--- config.mk ---
export PLATFORM = sky130hd
export DESIGN_NAME = obstacle_and_fall_alert_controller
export DESIGN_NICKNAME = d
export VERILOG_FILES = /design/src/hw/rtl/oafa_pkg.sv /design/src/hw/rtl/oafa_front.sv /design/src/hw/rtl/oafa_queue.sv /design/src/hw/rtl/oafa_back.sv /design/src/hw/rtl/obstacle_and_fall_alert_controller.sv
export SDC_FILE = /design/constraint.sdc
export NUM_CORES = 1
export LEC_CHECK = 0
export ABC_AREA = 1
export BUFFER_PORTS_ARGS = -buffer_cell sky130_fd_sc_hd__buf_2
export CORE_MARGIN = 4
export CORE_UTILIZATION = 60
export DETAILED_ROUTE_END_ITERATION = 8
export PLACE_DENSITY = 0.79
export SYNTH_ARGS = -nofsm -noshare
export SYNTH_HDL_FRONTEND = slang
export SYNTH_HIERARCHICAL = 1
export SYNTH_SLANG_ARGS = --single-unit
--- constraint.sdc ---
create_clock -name clock -period 18.3 [get_ports clock]
set_input_delay 3.66 -clock clock [delete_from_list [all_inputs] [get_ports clock]]
set_output_delay 3.66 -clock clock [all_outputs]
set_load 0.1 [all_outputs]
--- src/hw/rtl/oafa_pkg.sv ---
// ----------------------------------------------------------------------------
// oafa_pkg
// Shared types and constants of the obstacle and fall alert controller.
// ----------------------------------------------------------------------------
`default_nettype none

package oafa_pkg;

   localparam int DIST_W  = 13;
   localparam int RUN_W   = 8;
   localparam int MS16_W  = 16;
   localparam int TIME_W  = 32;
   localparam int CSR_IDX_W  = 3;
   localparam int CSR_DATA_W = 32;

   // block constants, distances in 0.1 cm, times in ms
   localparam logic [DIST_W-1:0] NO_OBSTACLE_DISTANCE = 13'd3000;
   localparam logic [MS16_W-1:0] FALL_VIBRATION_MS    = 16'd3000;
   localparam logic [TIME_W:0]   ALERT_HOLD_MS        = 33'd30000;
   localparam logic [DIST_W-1:0] ZONE_LOW             = 13'd500;
   localparam logic [DIST_W-1:0] ZONE_HIGH            = 13'd800;
   localparam logic [RUN_W-1:0]  RUN_MAX              = 8'd255;

   // register indexes
   localparam logic [CSR_IDX_W-1:0] CSR_US_VALID_MAX = 3'd0;
   localparam logic [CSR_IDX_W-1:0] CSR_CLOSE_THR    = 3'd1;
   localparam logic [CSR_IDX_W-1:0] CSR_FAR_THR      = 3'd2;
   localparam logic [CSR_IDX_W-1:0] CSR_DEBOUNCE     = 3'd3;
   localparam logic [CSR_IDX_W-1:0] CSR_SINGLE_PULSE = 3'd4;
   localparam logic [CSR_IDX_W-1:0] CSR_QUICK_PULSE  = 3'd5;
   localparam logic [CSR_IDX_W-1:0] CSR_PULSE_GAP    = 3'd6;
   localparam logic [CSR_IDX_W-1:0] CSR_GRACE        = 3'd7;

   typedef struct packed {
      logic [DIST_W-1:0]  us_valid_max;
      logic [DIST_W-1:0]  close_thr;
      logic [DIST_W-1:0]  far_thr;
      logic [RUN_W-1:0]   debounce;
      logic [MS16_W-1:0]  single_pulse;
      logic [MS16_W-1:0]  quick_pulse;
      logic [MS16_W:0]    quick_gap;       // quick + gap
      logic [MS16_W+1:0]  quick2_gap;      // 2*quick + gap
      logic [TIME_W-1:0]  grace;
      logic [TIME_W:0]    grace_hold;      // grace + hold, no wrap
   } cfg_type;

   // classified update passed from front to back
   typedef struct packed {
      logic [DIST_W-1:0] fused;
      logic              raw_close;
      logic              raw_far;
      logic              fall;
      logic [TIME_W-1:0] now;
   } entry_type;

endpackage

`default_nettype wire

--- src/hw/rtl/oafa_front.sv ---
// ----------------------------------------------------------------------------
// oafa_front
// Distance fusion by zone rules and raw close / far classification.
// ----------------------------------------------------------------------------
`default_nettype none

module oafa_front (
   input  wire  oafa_pkg::cfg_type   cfg,
   input  wire  [63:0]               item_data,
   output oafa_pkg::entry_type       entry
);

   logic                          ir_ok;
   logic [oafa_pkg::DIST_W-1:0]   ir;
   logic                          us_ok;
   logic [oafa_pkg::DIST_W-1:0]   us;
   logic [oafa_pkg::DIST_W-1:0]   both_min;
   logic [oafa_pkg::DIST_W-1:0]   fused;

   assign ir_ok = item_data[0];
   assign ir    = item_data[13:1];
   assign us    = item_data[27:15];
   assign us_ok = item_data[14] && (us <= cfg.us_valid_max);
   assign both_min = (ir < us) ? ir : us;

   always_comb begin
      if (ir_ok && us_ok && ir >= oafa_pkg::ZONE_LOW && us <= oafa_pkg::ZONE_HIGH) begin
         fused = both_min;
      end else if (ir_ok && ir < oafa_pkg::ZONE_LOW) begin
         fused = ir;
      end else if (us_ok && us > oafa_pkg::ZONE_HIGH) begin
         fused = us;
      end else if (ir_ok && us_ok) begin
         fused = both_min;
      end else if (ir_ok) begin
         fused = ir;
      end else if (us_ok) begin
         fused = us;
      end else begin
         fused = oafa_pkg::NO_OBSTACLE_DISTANCE;
      end
   end

   always_comb begin
      entry.fused     = fused;
      entry.raw_close = (fused <= cfg.close_thr);
      entry.raw_far   = (fused > cfg.close_thr) && (fused <= cfg.far_thr);
      entry.fall      = item_data[28];
      entry.now       = item_data[60:29];
   end

endmodule

`default_nettype wire

--- src/hw/rtl/oafa_queue.sv ---
// ----------------------------------------------------------------------------
// oafa_queue
// Two-entry queue between front and back.
// ----------------------------------------------------------------------------
`default_nettype none

module oafa_queue (
   input  wire                  clock,
   input  wire                  reset,
   input  wire                  wr_en,
   input  wire  oafa_pkg::entry_type wr_data,
   output logic                 full,
   output logic                 not_empty,
   input  wire                  rd_en,
   output oafa_pkg::entry_type  rd_data
);

   oafa_pkg::entry_type mem [2];
   logic       wr_ptr_ff, wr_ptr_in;
   logic       rd_ptr_ff, rd_ptr_in;
   logic [1:0] count_ff, count_in;

   assign full      = (count_ff == 2'd2);
   assign not_empty = (count_ff != 2'd0);
   assign rd_data   = mem[rd_ptr_ff];

   always_comb begin
      wr_ptr_in = wr_ptr_ff ^ wr_en;
      rd_ptr_in = rd_ptr_ff ^ rd_en;
      count_in  = count_ff;
      if (wr_en && !rd_en) begin
         count_in = count_ff + 2'd1;
      end else if (!wr_en && rd_en) begin
         count_in = count_ff - 2'd1;
      end
   end

   always_ff @(posedge clock) begin
      if (reset) begin
         wr_ptr_ff <= 1'b0;
         rd_ptr_ff <= 1'b0;
         count_ff  <= 2'd0;
      end else begin
         wr_ptr_ff <= wr_ptr_in;
         rd_ptr_ff <= rd_ptr_in;
         count_ff  <= count_in;
      end
   end

   always_ff @(posedge clock) begin
      if (wr_en) begin
         mem[wr_ptr_ff] <= wr_data;
      end
   end

endmodule

`default_nettype wire

--- src/hw/rtl/oafa_back.sv ---
// ----------------------------------------------------------------------------
// oafa_back
// Debounce, fall machine, vibration pattern timing and result register.
// ----------------------------------------------------------------------------
`default_nettype none

module oafa_back (
   input  wire                  clock,
   input  wire                  reset,
   input  wire  oafa_pkg::cfg_type cfg,
   input  wire                  q_valid,
   input  wire  oafa_pkg::entry_type q_data,
   output logic                 q_pop,
   output logic                 rsp_tvalid,
   input  wire                  rsp_tready,
   output logic [23:0]          rsp_tdata
);

   typedef enum logic [1:0] {
      FALL_IDLE, FALL_TRIGGERED, FALL_GRACE, FALL_SENT
   } fall_type;

   localparam logic [1:0] LEVEL_NONE  = 2'd0;
   localparam logic [1:0] LEVEL_FAR   = 2'd1;
   localparam logic [1:0] LEVEL_CLOSE = 2'd2;

   localparam logic [1:0] PAT_OFF    = 2'd0;
   localparam logic [1:0] PAT_SHORT  = 2'd1;
   localparam logic [1:0] PAT_DOUBLE = 2'd2;
   localparam logic [1:0] PAT_CONT   = 2'd3;

   fall_type                        fall_ff, fall_in;
   logic [1:0]                      level_ff, level_in;
   logic [oafa_pkg::RUN_W-1:0]      close_run_ff, close_run_in;
   logic [oafa_pkg::RUN_W-1:0]      far_run_ff, far_run_in;
   logic [oafa_pkg::TIME_W-1:0]     fall_stamp_ff, fall_stamp_in;
   logic [1:0]                      pat_ff, pat_in;
   logic [oafa_pkg::TIME_W-1:0]     pat_stamp_ff, pat_stamp_in;
   logic                            valid_ff;
   logic [23:0]                     data_ff, data_in;

   logic [oafa_pkg::TIME_W-1:0]     since;
   logic [oafa_pkg::TIME_W-1:0]     elapsed;
   logic                            alert;
   logic                            motor;

   assign q_pop      = q_valid && (!valid_ff || rsp_tready);
   assign rsp_tvalid = valid_ff;
   assign rsp_tdata  = data_ff;
   assign since      = q_data.now - fall_stamp_ff;

   always_comb begin
      close_run_in  = close_run_ff;
      far_run_in    = far_run_ff;
      level_in      = level_ff;
      fall_in       = fall_ff;
      fall_stamp_in = fall_stamp_ff;
      pat_stamp_in  = pat_stamp_ff;
      alert         = 1'b0;
      motor         = 1'b0;

      // debounce: promote after a run, drop to none at once
      if (q_data.raw_close) begin
         if (close_run_ff != oafa_pkg::RUN_MAX) begin
            close_run_in = close_run_ff + 8'd1;
         end
         far_run_in = '0;
         if (close_run_in >= cfg.debounce) begin
            level_in = LEVEL_CLOSE;
         end
      end else if (q_data.raw_far) begin
         if (far_run_ff != oafa_pkg::RUN_MAX) begin
            far_run_in = far_run_ff + 8'd1;
         end
         close_run_in = '0;
         if (far_run_in >= cfg.debounce) begin
            level_in = LEVEL_FAR;
         end
      end else begin
         close_run_in = '0;
         far_run_in   = '0;
         level_in     = LEVEL_NONE;
      end

      unique case (fall_ff)
         FALL_IDLE: begin
            if (q_data.fall) begin
               fall_stamp_in = q_data.now;
               fall_in       = FALL_TRIGGERED;
            end
         end
         FALL_TRIGGERED: begin
            fall_in = FALL_GRACE;
         end
         FALL_GRACE: begin
            if (since >= cfg.grace) begin
               fall_in = FALL_SENT;
               alert   = 1'b1;
            end
         end
         FALL_SENT: begin
            if ({1'b0, since} >= cfg.grace_hold) begin
               fall_in = FALL_IDLE;
            end
         end
         default: begin
            fall_in = FALL_IDLE;
         end
      endcase

      if (fall_in == FALL_TRIGGERED || fall_in == FALL_GRACE) begin
         pat_in = PAT_CONT;
      end else if (level_in == LEVEL_CLOSE) begin
         pat_in = PAT_DOUBLE;
      end else if (level_in == LEVEL_FAR) begin
         pat_in = PAT_SHORT;
      end else begin
         pat_in = PAT_OFF;
      end

      // a new pattern restarts its timer
      if (pat_in != pat_ff) begin
         pat_stamp_in = q_data.now;
         elapsed      = '0;
      end else begin
         elapsed      = q_data.now - pat_stamp_ff;
      end

      case (pat_in)
         PAT_SHORT:  motor = (elapsed < {16'd0, cfg.single_pulse});
         PAT_DOUBLE: begin
            if (elapsed < {16'd0, cfg.quick_pulse}) begin
               motor = 1'b1;
            end else if (elapsed < {15'd0, cfg.quick_gap}) begin
               motor = 1'b0;
            end else begin
               motor = (elapsed < {14'd0, cfg.quick2_gap});
            end
         end
         PAT_CONT:   motor = (elapsed < {16'd0, oafa_pkg::FALL_VIBRATION_MS});
         default:    motor = 1'b0;
      endcase

      data_in = {3'd0, alert, motor, pat_in, fall_in, level_in, q_data.fused};
   end

   always_ff @(posedge clock) begin
      if (reset) begin
         fall_ff       <= FALL_IDLE;
         level_ff      <= LEVEL_NONE;
         close_run_ff  <= '0;
         far_run_ff    <= '0;
         fall_stamp_ff <= '0;
         pat_ff        <= PAT_OFF;
         pat_stamp_ff  <= '0;
         valid_ff      <= 1'b0;
      end else begin
         if (q_pop) begin
            fall_ff       <= fall_in;
            level_ff      <= level_in;
            close_run_ff  <= close_run_in;
            far_run_ff    <= far_run_in;
            fall_stamp_ff <= fall_stamp_in;
            pat_ff        <= pat_in;
            pat_stamp_ff  <= pat_stamp_in;
            valid_ff      <= 1'b1;
         end else if (rsp_tready) begin
            valid_ff      <= 1'b0;
         end
      end
   end

   always_ff @(posedge clock) begin
      if (q_pop) begin
         data_ff <= data_in;
      end
   end

endmodule

`default_nettype wire

--- src/hw/rtl/obstacle_and_fall_alert_controller.sv ---
// ----------------------------------------------------------------------------
// obstacle_and_fall_alert_controller
// Fuses IR / ultrasonic distances, debounces obstacle level, runs the fall
// alert machine and times the vibration motor.
//
// Usage:
//   req_* carries one sensor update per transaction; rsp_* returns exactly
//   one result per update, in order. csr_* writes the eight registers by
//   index; the user writes them only while no update is in flight, which
//   the block does not enforce. The front fuses and classifies an update as
//   it is accepted and pushes it into a two-entry queue; the back pops it,
//   updates debounce, fall and pattern state and loads the result register.
//   An update passes through a queue entry and then the result register
//   before rsp_tvalid rises. Throughput: one update per cycle while rsp_tready
//   is high, set by the state update in the back.
//   When rsp_tready is low the result register holds; the queue keeps
//   taking updates until both entries are filled, then req_tready drops.
//   Synchronous reset clears control state and loads register defaults.
// ----------------------------------------------------------------------------
`default_nettype none

module obstacle_and_fall_alert_controller (
   input  wire          clock,
   input  wire          reset,
   // ir_valid, ir_distance[12:0], ultrasonic_valid, ultrasonic_distance[12:0],
   // fall_seen, now_ms[31:0], zero pad
   input  wire  [63:0]  req_tdata,
   input  wire          req_tvalid,
   output logic         req_tready,
   // fused_distance[12:0], obstacle_level[1:0], fall_phase[1:0],
   // vibration_pattern[1:0], motor_drive, send_alert, zero pad
   output logic [23:0]  rsp_tdata,
   output logic         rsp_tvalid,
   input  wire          rsp_tready,
   input  wire          csr_we,
   input  wire  [oafa_pkg::CSR_IDX_W-1:0]  csr_index,
   input  wire  [oafa_pkg::CSR_DATA_W-1:0] csr_wdata
);

   oafa_pkg::cfg_type   cfg_ff, cfg_in;
   oafa_pkg::entry_type front_entry;
   oafa_pkg::entry_type q_data;
   logic                q_full;
   logic                q_valid;
   logic                q_pop;
   logic                push;

   assign req_tready = !q_full;
   assign push       = req_tvalid && !q_full;

   // derived sums are formed at write time
   always_comb begin
      cfg_in = cfg_ff;
      if (csr_we) begin
         unique case (csr_index)
            oafa_pkg::CSR_US_VALID_MAX: cfg_in.us_valid_max = csr_wdata[12:0];
            oafa_pkg::CSR_CLOSE_THR:    cfg_in.close_thr    = csr_wdata[12:0];
            oafa_pkg::CSR_FAR_THR:      cfg_in.far_thr      = csr_wdata[12:0];
            oafa_pkg::CSR_DEBOUNCE:     cfg_in.debounce     = csr_wdata[7:0];
            oafa_pkg::CSR_SINGLE_PULSE: cfg_in.single_pulse = csr_wdata[15:0];
            oafa_pkg::CSR_QUICK_PULSE: begin
               cfg_in.quick_pulse = csr_wdata[15:0];
               cfg_in.quick_gap   = {1'b0, csr_wdata[15:0]} +
                                    (cfg_ff.quick_gap - {1'b0, cfg_ff.quick_pulse});
               cfg_in.quick2_gap  = {1'b0, csr_wdata[15:0], 1'b0} +
                                    ({1'b0, cfg_ff.quick_gap} -
                                     {2'b0, cfg_ff.quick_pulse});
            end
            oafa_pkg::CSR_PULSE_GAP: begin
               cfg_in.quick_gap  = {1'b0, cfg_ff.quick_pulse} + {1'b0, csr_wdata[15:0]};
               cfg_in.quick2_gap = {1'b0, cfg_ff.quick_pulse, 1'b0} +
                                   {2'b0, csr_wdata[15:0]};
            end
            oafa_pkg::CSR_GRACE: begin
               cfg_in.grace      = csr_wdata;
               cfg_in.grace_hold = {1'b0, csr_wdata} + oafa_pkg::ALERT_HOLD_MS;
            end
            default: cfg_in = cfg_ff;
         endcase
      end
   end

   always_ff @(posedge clock) begin
      if (reset) begin
         cfg_ff.us_valid_max <= 13'd3000;
         cfg_ff.close_thr    <= 13'd500;
         cfg_ff.far_thr      <= 13'd1500;
         cfg_ff.debounce     <= 8'd3;
         cfg_ff.single_pulse <= 16'd200;
         cfg_ff.quick_pulse  <= 16'd100;
         cfg_ff.quick_gap    <= 17'd200;
         cfg_ff.quick2_gap   <= 18'd300;
         cfg_ff.grace        <= 32'd10000;
         cfg_ff.grace_hold   <= 33'd10000 + oafa_pkg::ALERT_HOLD_MS;
      end else begin
         cfg_ff <= cfg_in;
      end
   end

   oafa_front u_front (
      .cfg       (cfg_ff),
      .item_data (req_tdata),
      .entry     (front_entry)
   );

   oafa_queue u_queue (
      .clock     (clock),
      .reset     (reset),
      .wr_en     (push),
      .wr_data   (front_entry),
      .full      (q_full),
      .not_empty (q_valid),
      .rd_en     (q_pop),
      .rd_data   (q_data)
   );

   oafa_back u_back (
      .clock      (clock),
      .reset      (reset),
      .cfg        (cfg_ff),
      .q_valid    (q_valid),
      .q_data     (q_data),
      .q_pop      (q_pop),
      .rsp_tvalid (rsp_tvalid),
      .rsp_tready (rsp_tready),
      .rsp_tdata  (rsp_tdata)
   );

endmodule

`default_nettype wire
# After elaboration in Yosys (flattened, before gate mapping)
# Memories as Yosys holds them, arrays and structs flattened. A register that Yosys moved wholly into a read port is not among the register bits.
# Index checks and enable logic that the tools add are counted.
[op_classes]
mux = 39
bitwise_logic = 2
addsub = 13
magnitude_cmp = 18
n_eq_ne = 21
reduce_logical = 33
[op_table]
columns = ["cell", "count"]
rows = [
  ["two-way mux 13 bit", 7],
  ["case mux 35 bit (2 select lines)", 1],
  ["less-than comparator 32 x 16 -> 1 bit", 2],
  ["two-way mux 8 bit", 8],
  ["subtractor 32 bit", 2],
  ["<= comparator 13 bit", 3],
  ["adder 32 x 15 -> 33 bit (second input constant)", 1],
  ["greater-or-equal comparator 32 x 33 -> 1 bit", 1],
  ["greater-or-equal comparator 32 bit", 1],
  ["less-than comparator 32 x 12 -> 1 bit (second input constant)", 1],
  ["less-than comparator 32 x 17 -> 1 bit", 1],
  ["less-than comparator 32 x 18 -> 1 bit", 1],
  ["two-way mux 32 bit", 1],
  ["two-way mux 2 bit", 11],
  ["adder 17 x 16 -> 18 bit", 1],
  ["adder 17 x 18 -> 18 bit", 1],
  ["AND reduction 2 bit", 9],
  ["subtractor 17 x 16 -> 18 bit", 1],
  ["adder 16 x 16 -> 17 bit", 1],
  ["adder 16 x 17 -> 17 bit", 1],
  ["subtractor 17 x 16 -> 17 bit", 1],
  ["adder 8 x 1 -> 8 bit (second input constant)", 2],
  ["greater-or-equal comparator 8 bit", 2],
  ["!= test 8 bit (second input constant)", 2],
  ["25 further kinds", 64],
]
[word_totals]
register_bits = 291
output_inout_bits = 26
elab_cells = 150
input_bits = 104
mem_count = 1
mem_bits_rw = 96
[memory_table]
columns = ["memory", "words", "word_bits", "rd", "rd_clocked_by_memory_dff", "wr", "line_no", "rtl"]
rows = [
  ["u_queue.mem", 2, 48, 1, 1, 1, "oafa_queue.sv:18", "oafa_pkg::entry_type mem [2];"],
]

# Logic depth before layout (Yosys ltp)
# Gate-level depths: netlist (run 1).
[logic_depth]
depth_word = 18
depth_mapped = 59
depth_no_buf = 57

# By module
# Netlist (run 1), hierarchy kept.
[by_module_without_submodules]
columns = ["module", "area_each_um2", "instances", "seq_area_each_um2", "cells_per_inst"]
rows = [
  ["obstacle_and_fall_alert_controller", 11951.5, 1, 3503.4, 1817],
  ["oafa_back", 11362.1, 1, 2372.3, 1614],
  ["oafa_queue", 3721.1, 1, 2962.8, 178],
  ["oafa_front", 2552.4, 1, 0.0, 451],
]

# Worst setup path after synthesis (run 1)
# OpenSTA, ideal clock, no wires.
[synth_path]
kind = "register -> register"
startpoint = "register u_queue/rd_ptr_ff (netlist name)"
endpoint = "register u_back.data_ff[19] (netlist: u_back/rsp_tdata[19]) (data pin)"
arrival_time_ns = 6.112
slack_ns = 11.929
period_less_slack_ns = 6.371
path_stages_with_launch = 50
n_path_buf = 2
cell_sequence = "dfxtp_1 -> buf_6 -> mux2_2 -> inv_1 -> ha_1 -> fa_1 -> o21ai_2 -> nand2_1 -> o211ai_2 -> a21oi_1 -> o21ai_2 -> nand3_1 -> nand2_1 -> a21boi_2 -> o31ai_4 -> a21boi_2 -> o21ai_2 -> a21oi_1 -> [... 14 more ...] -> nand2_4 -> nand3_1 -> nand2_4 -> nand2_4 -> buf_2 -> nor2_1 -> ha_1 -> a21oi_1 -> nor2_1 -> a211oi_1 -> o221a_2 -> nand2_1 -> nand2_1 -> nand2_1 -> nand2_1 -> nand2_1 -> nand2_1 -> nand3_1"
[synth_lines]
columns = ["item", "line_no", "rtl"]
rows = [
  ["end signal, assigned", "oafa_back.sv:175", "data_ff <= data_in;"],
  ["end, declared", "oafa_back.sv:40", "logic [23:0] data_ff, data_in;"],
]

==> flow_summary.toml, run 1 <==
[run_status]
outcome = "completed"

[critical_path]
end_kind = "register"
slowest_delay_ns = 0.61
worst_ep_required_time_ns = 18.58
cp_num_buf_inv = 5
crit_top_cell = "nand2_1"
slowest_stage = "dfxtp_2"
cp_top_family = "simple AND/OR/NAND/NOR gates"
crit_fanout = 33
cp-start-kind = "register"
crit_type = "reg -> reg"
regToRegSetupSlack_ns = 9.91
crit-reg2reg-capture = "u_back/rsp_tdata[19]"
r2r-start = "u_queue/rd_ptr_ff"
reg2reg_depth = 48
arrival_ns = 8.66

[sta]
tightest_slew_ns = 1.21
min_period_over_period_pct = 45.8
hold_viol_final = 0
setup_viol_count_final = 0
rsz0062_at_grt = "no"
fin_setup_tns_ns = 0
timing_max_transition_violations_final = 0
skew_ns = 0.0248
fmax_mhz = 119
period_needed_ns = 8.39
slew_headroom_pct = 19.3

[global_route]
gr-usage-met1_pct = 37.1
grt-busiest-layer = "met2"
gr-total-overflow = 0
antenna_found_initial = 0
grt_max_degree = 77
grt_pass1_wl_um = 125000
grt_pass1_vias = 24600
grt_util_all_layers_pct = 28.9
use_met3_pct = 3.30
grt_use_met2_pct = 50.3

[finish]
fin_area_um2 = 31700
area_growth_pct = 7.30
drive_above_1_share_pct = 9.05
antenna_cells = 0
final_common_cell = "nand2_1"
fin_nets = 4581
mostFrequentLayoutCells = "nand2_1, inv_1, a21oi_1"

[floorplan]
die_y_um = 230
core_um2 = 48800
die-area_um2 = 52900
rows = 81
initial_utilization_pct = 60.6
dieWidth_um = 230
pin_count = 130

[placed_design]
place_area_um2 = 30400
dp_hpwl_um = 58500
place.gp.congestion = 0.986
io_buffers = 123

[synthesis]
postSynthAreaPerCell_um2 = 7.29
synth.distinct_cells = 70
synthArstFlopShare_pct = 0
seq_area_frac_synth_pct = 29.9
synth_edf_count = 117
syn-cell-area_um2 = 29600
ys_ff_latch = 383
ys.flop_type = "dfxtp_1"
yosys_warnings = 6
syn_inst = 4060

[drt]
drtIter0Drc = 1979
vias_per_cell = 5.47
dr.pass1.iters = 6
drc = 0
vias = 26300
post_drt_wl_per_cell_um = 16.3
drt_wl_total_um = 78000
drt.antenna.violating_nets = 0

[clocking]
cts_resized = 0
clockBufferDepth = 3
ctsRootBufferMaster = "clkbuf_16"
post_cts_buffers = 0
cts_buffers = 40
hold_buffers = 0
cts_htree_levels = 2
clkTransAtPathRegs_ns = 0.06
clock_sinks = 383
clock_latency_ns = 0.58
cts_tree = "built"

[worst_hold_path]
min_path_cells = 2
holdPathEnd = "u_back/fall_stamp_ff[15]"
hp-start = "u_back/fall_stamp_ff[15]"
hp-class = "reg -> reg"

[job]
cap_violations = 0

[power]
ir_worst_vdd_uv = 99.9
p_leak_uw = 0.0154
power.density_nw_per_um2 = 164
==> cell usage after synthesis (all sizes together), types with 2 or more instances <==
master	n	area (µm²)
a21oi	403	2100
xnor2	31	272
nand4	45	303
inv	729	2740
o221a	2	22.5
clkinv	5	23.8
o22ai	7	43.8
ha	338	4230
a21o	5	37.5
nand2	904	3530
dfxtp	266	5330
or2	7	43.8
and2	4	25.0
a211oi	16	120
o21a	12	90.1
nand3b	23	176
o21bai	10	78.8
nor2	288	1160
xor2	50	438
o2111ai	6	52.6
buf	71	493
o21ai	238	1230
nor3	56	290
a31oi	19	119
edfxtp	117	3510
a21boi	4	52.6
mux2	50	601
fa	36	721
nand3	189	986
a221oi	2	17.5
nor4	9	77.6
clkbuf	63	236
o31ai	4	43.8
o211ai	42	320
o221ai	4	41.3
==> metal layers <==
metal	up-vias	routed length, µm	share of wire [%]
met5	-	0	0
met4	0	3120	4.0
met3	184	4400	5.6
met2	787	37500	48
met1	12000	32900	42
li1	13300	-	-
==> worst max-delay path by stage <==
stage,startpoint,endpoint,cells past startpoint
3_5_place_dp,u_queue/rd_ptr_ff,u_back/rsp_tdata[19],48
5_1_grt,u_queue/rd_ptr_ff,u_back/rsp_tdata[19],47
2_1_floorplan,u_queue/rd_ptr_ff,u_back/rsp_tdata[19],49
6_report,u_queue/rd_ptr_ff,u_back/rsp_tdata[19],48
3_3_place_gp,u_queue/rd_ptr_ff,u_back/rsp_tdata[19],48
4_1_cts,u_queue/rd_ptr_ff,u_back/rsp_tdata[19],48
==> kinds of logic after synthesis <==
logic type                 Yosys count  share of synthesized area [%]
buffers and inverters              868                           11.8
muxes                               50                           2.03
and+or+nand+nor                   1526                           22.3
DFF                                383                           29.9
xor gates and xnor gates            81                           2.40
other                                1                         0.0127
adders and majority gates          374                           16.7
AOI/OAI and AO/OA                  777                           14.9
==> state kept, by name (all words and copies together), names as in the netlist <==
register,count
u_back/rsp_tvalid,1
u_back/fall_ff,2
u_back/rsp_tdata,21
u_queue/wr_ptr_ff,1
u_back/pat_stamp_ff,32
u_back/fall_stamp_ff,32
u_queue/rd_ptr_ff,1
u_queue/mem,96
u_back/far_run_ff,8
u_back/pat_ff,2
u_back/close_run_ff,8
u_back/level_ff,2
cfg_ff,175
u_queue/count_ff,2
==> where the power goes <==
part	leakage, µW	switching (µW)	total, µW	internal, µW
sequential	0.00327	57.6	1100	1040
clock	0.000654	351	839	488
combinational	0.0115	2120	3270	1150
total	0.0154	2530	5210	2680
==> final cells by class <==
type	count	area, µm²
inverter	734	2760
fill	4362	17100
sequential	383	8840
clock inverter	23	234
multi-input combinational	2811	17300
clock buffer	49	1110
tap	664	831
timing repair buffer	133	693
==> worst register-to-register path, delay by kind of cell, from the launching register on <==
family                     cells  cell delay (ns)
DFF                            1             0.61
buffers and inverters          5             0.78
adders and majority gates      4             1.32
and+or+nand+nor               23             2.55
muxes                          1             0.30
AOI/OAI and AO/OA             14             2.38
xor gates and xnor gates       1             0.16
==> metrics by stage <==
stage | total power, µW | hold WS, ns | util (%) | setup slack, ns | std cells
after floorplan | 3640 | 0.429 | - | 11.93 | 4062
after detailed placement | 4330 | 0.451 | 62.2 | 9.97 | 4725
after global routing | 5690 | 0.477 | 65.0 | 9.29 | 4797
after CTS | 5200 | 0.460 | 65.0 | 9.84 | 4797
final | 5210 | 0.456 | 65.0 | 9.91 | 4797
after global placement | 4270 | 0.442 | 62.2 | 10.02 | 4725
Power figures use the tool's default switching activity.
==> run 2, diff against run 1 <==
clock period = 8.3 ns   (was 18.3 ns; I/O delays follow)
==> run 2 against run 1 <==
Register-to-register slack worse by 9.2 ns. Cell area rose by 0.41%. Utilization rose by 0.27 points. Critical path depth is 2 lower. Global-route usage is essentially flat. Worst setup slack worse by 9.2 ns.
==> flow_summary.toml, run 2 (synthesis results as in run 1) <==
[clocking]
clock_sinks = 383
ctsRootBufferMaster = "clkbuf_16"
cts_tree = "built"
clockBufferDepth = 3
cts_buffers = 41
clkTransAtPathRegs_ns = 0.06
cts_htree_levels = 2
clock_latency_ns = 0.58

[placed_design]
io_buffers = 123
dp_hpwl_um = 58700
place.gp.congestion = 0.966
place_area_um2 = 30400

[finish]
area_growth_pct = 7.74
mostFrequentLayoutCells = "nand2_1, inv_1, a21oi_1"
regMostFlops = "cfg_ff"
reg_top3 = "cfg_ff (175), u_queue/mem (96)"
largest_reg_flops = 175
final_common_cell = "nand2_1"
fin_nets = 4586
antenna_cells = 0
drive_above_1_share_pct = 9.30
fin_area_um2 = 31900

[floorplan]
die_y_um = 230
core_um2 = 48800
dieWidth_um = 230
rows = 81
initial_utilization_pct = 60.6
pin_count = 130
die-area_um2 = 52900

[global_route]
grt_max_degree = 85
antenna_found_initial = 0
grt_use_met2_pct = 50.7
gr-total-overflow = 0
gr-usage-met1_pct = 36.6
grt_util_all_layers_pct = 28.9
grt_pass1_vias = 24800
grt-busiest-layer = "met2"
grt_pass1_wl_um = 125000
use_met3_pct = 3.34

[sta]
tightest_slew_ns = 1.00
timing_max_transition_violations_final = 0
slew_headroom_pct = 33.0
skew_ns = 0.0183
hold_viol_final = 0
fmax_mhz = 132
setup_viol_count_final = 0
rsz0062_at_grt = "no"
min_period_over_period_pct = 91.1
period_needed_ns = 7.56
fin_setup_tns_ns = 0

[critical_path]
arrival_ns = 8.00
worst_ep_required_time_ns = 8.74
crit_type = "reg -> reg"
cp-start-kind = "register"
slowest_stage = "dfxtp_2"
cp_top_family = "compound AO/OA/AOI/OAI gates"
cp_num_buf_inv = 4
slowest_delay_ns = 0.48
crit_top_cell = "nand2_1"
crit_fanout = 19
end_kind = "register"

[drt]
drtIter0Drc = 2255
post_drt_wl_per_cell_um = 16.3
drt.antenna.violating_nets = 0
vias_per_cell = 5.48
dr.pass1.iters = 8
drt_wl_total_um = 78400
drc = 0
vias = 26300

[power]
p_leak_uw = 0.0155
power.density_nw_per_um2 = 364
ir_worst_vdd_uv = 210

[run_status]
outcome = "completed"

[job]
cap_violations = 0

[worst_hold_path]
hp-class = "reg -> reg"
-- run 2: cell count changes in the layout (fill, tap and decap cells not counted), moves of 2 or more --
| cell | change |
|---|---|
| buf_4 | +4 |
| bufinv_16 | +2 |
| clkbuf_1 | +2 |
| clkinv_1 | -7 |
| clkinv_2 | +5 |
| inv_6 | -2 |
-- run 2: through the flow --
stage	total power, µW	hold slack (ns)	util [%]	instances	setup WS, ns
2_1_floorplan	8030	0.429	-	4062	1.93
3_3_place_gp	9410	0.442	62.3	4729	0.845
3_5_place_dp	9550	0.451	62.3	4729	0.699
4_1_cts	11600	0.460	65.3	4803	0.603
5_1_grt	12700	0.479	65.3	4803	0.149
6_report	11600	0.458	65.3	4803	0.735
-- run 2: final timing paths --
check                           start  slack [ns]                        to  cells after the start
min reg2reg  u_back/fall_stamp_ff[21]        0.46  u_back/fall_stamp_ff[21]                      2
max reg2reg         u_queue/rd_ptr_ff        0.74      u_back/rsp_tdata[19]                     46
min          u_back/fall_stamp_ff[21]        0.46  u_back/fall_stamp_ff[21]                      2
max                 u_queue/rd_ptr_ff        0.74      u_back/rsp_tdata[19]                     46
-- run 2: final cells by class --
type / count / area (µm²)
Multi-Input combinational cell: 2811 / 17300
Fill cell: 4325 / 17000
Sequential cell: 383 / 8840
Inverter: 734 / 2760
Clock buffer: 52 / 1140
Tap cell: 664 / 831
Timing Repair Buffer: 137 / 723
Clock inverter: 22 / 299
-- run 2: routing by layer --
| metal | part of all wire, % | vias to the layer above |
|---|---|---|
| met4 | 4.2 | 0 |
| met5 | 0 | - |
| met1 | 42 | 12000 |
| met3 | 5.5 | 196 |
| li1 | - | 13300 |
| met2 | 48 | 827 |
-- run 2: what timing repair did --
action                                  4_1_cts  5_1_grt
hold buffers                                  0        0
endpoints found under the setup margin        0        1
gates resized for setup                       0        1
buffers inserted                              0        0
endpoints found under the hold margin         0        0
-- run 2: worst min-delay path: stages (launching register included) --
cell	delay, ns
dfxtp_1	0.29
inv_1	0.06
a21oi_1	0.05
-- run 2: report_power, final --
group	switching (µW)	total (µW)	internal, µW	leakage [µW]
clock network	791	1960	1170	0.000714
logic	4680	7210	2540	0.0115
registers	129	2430	2300	0.00327
total	5600	11600	6000	0.0155
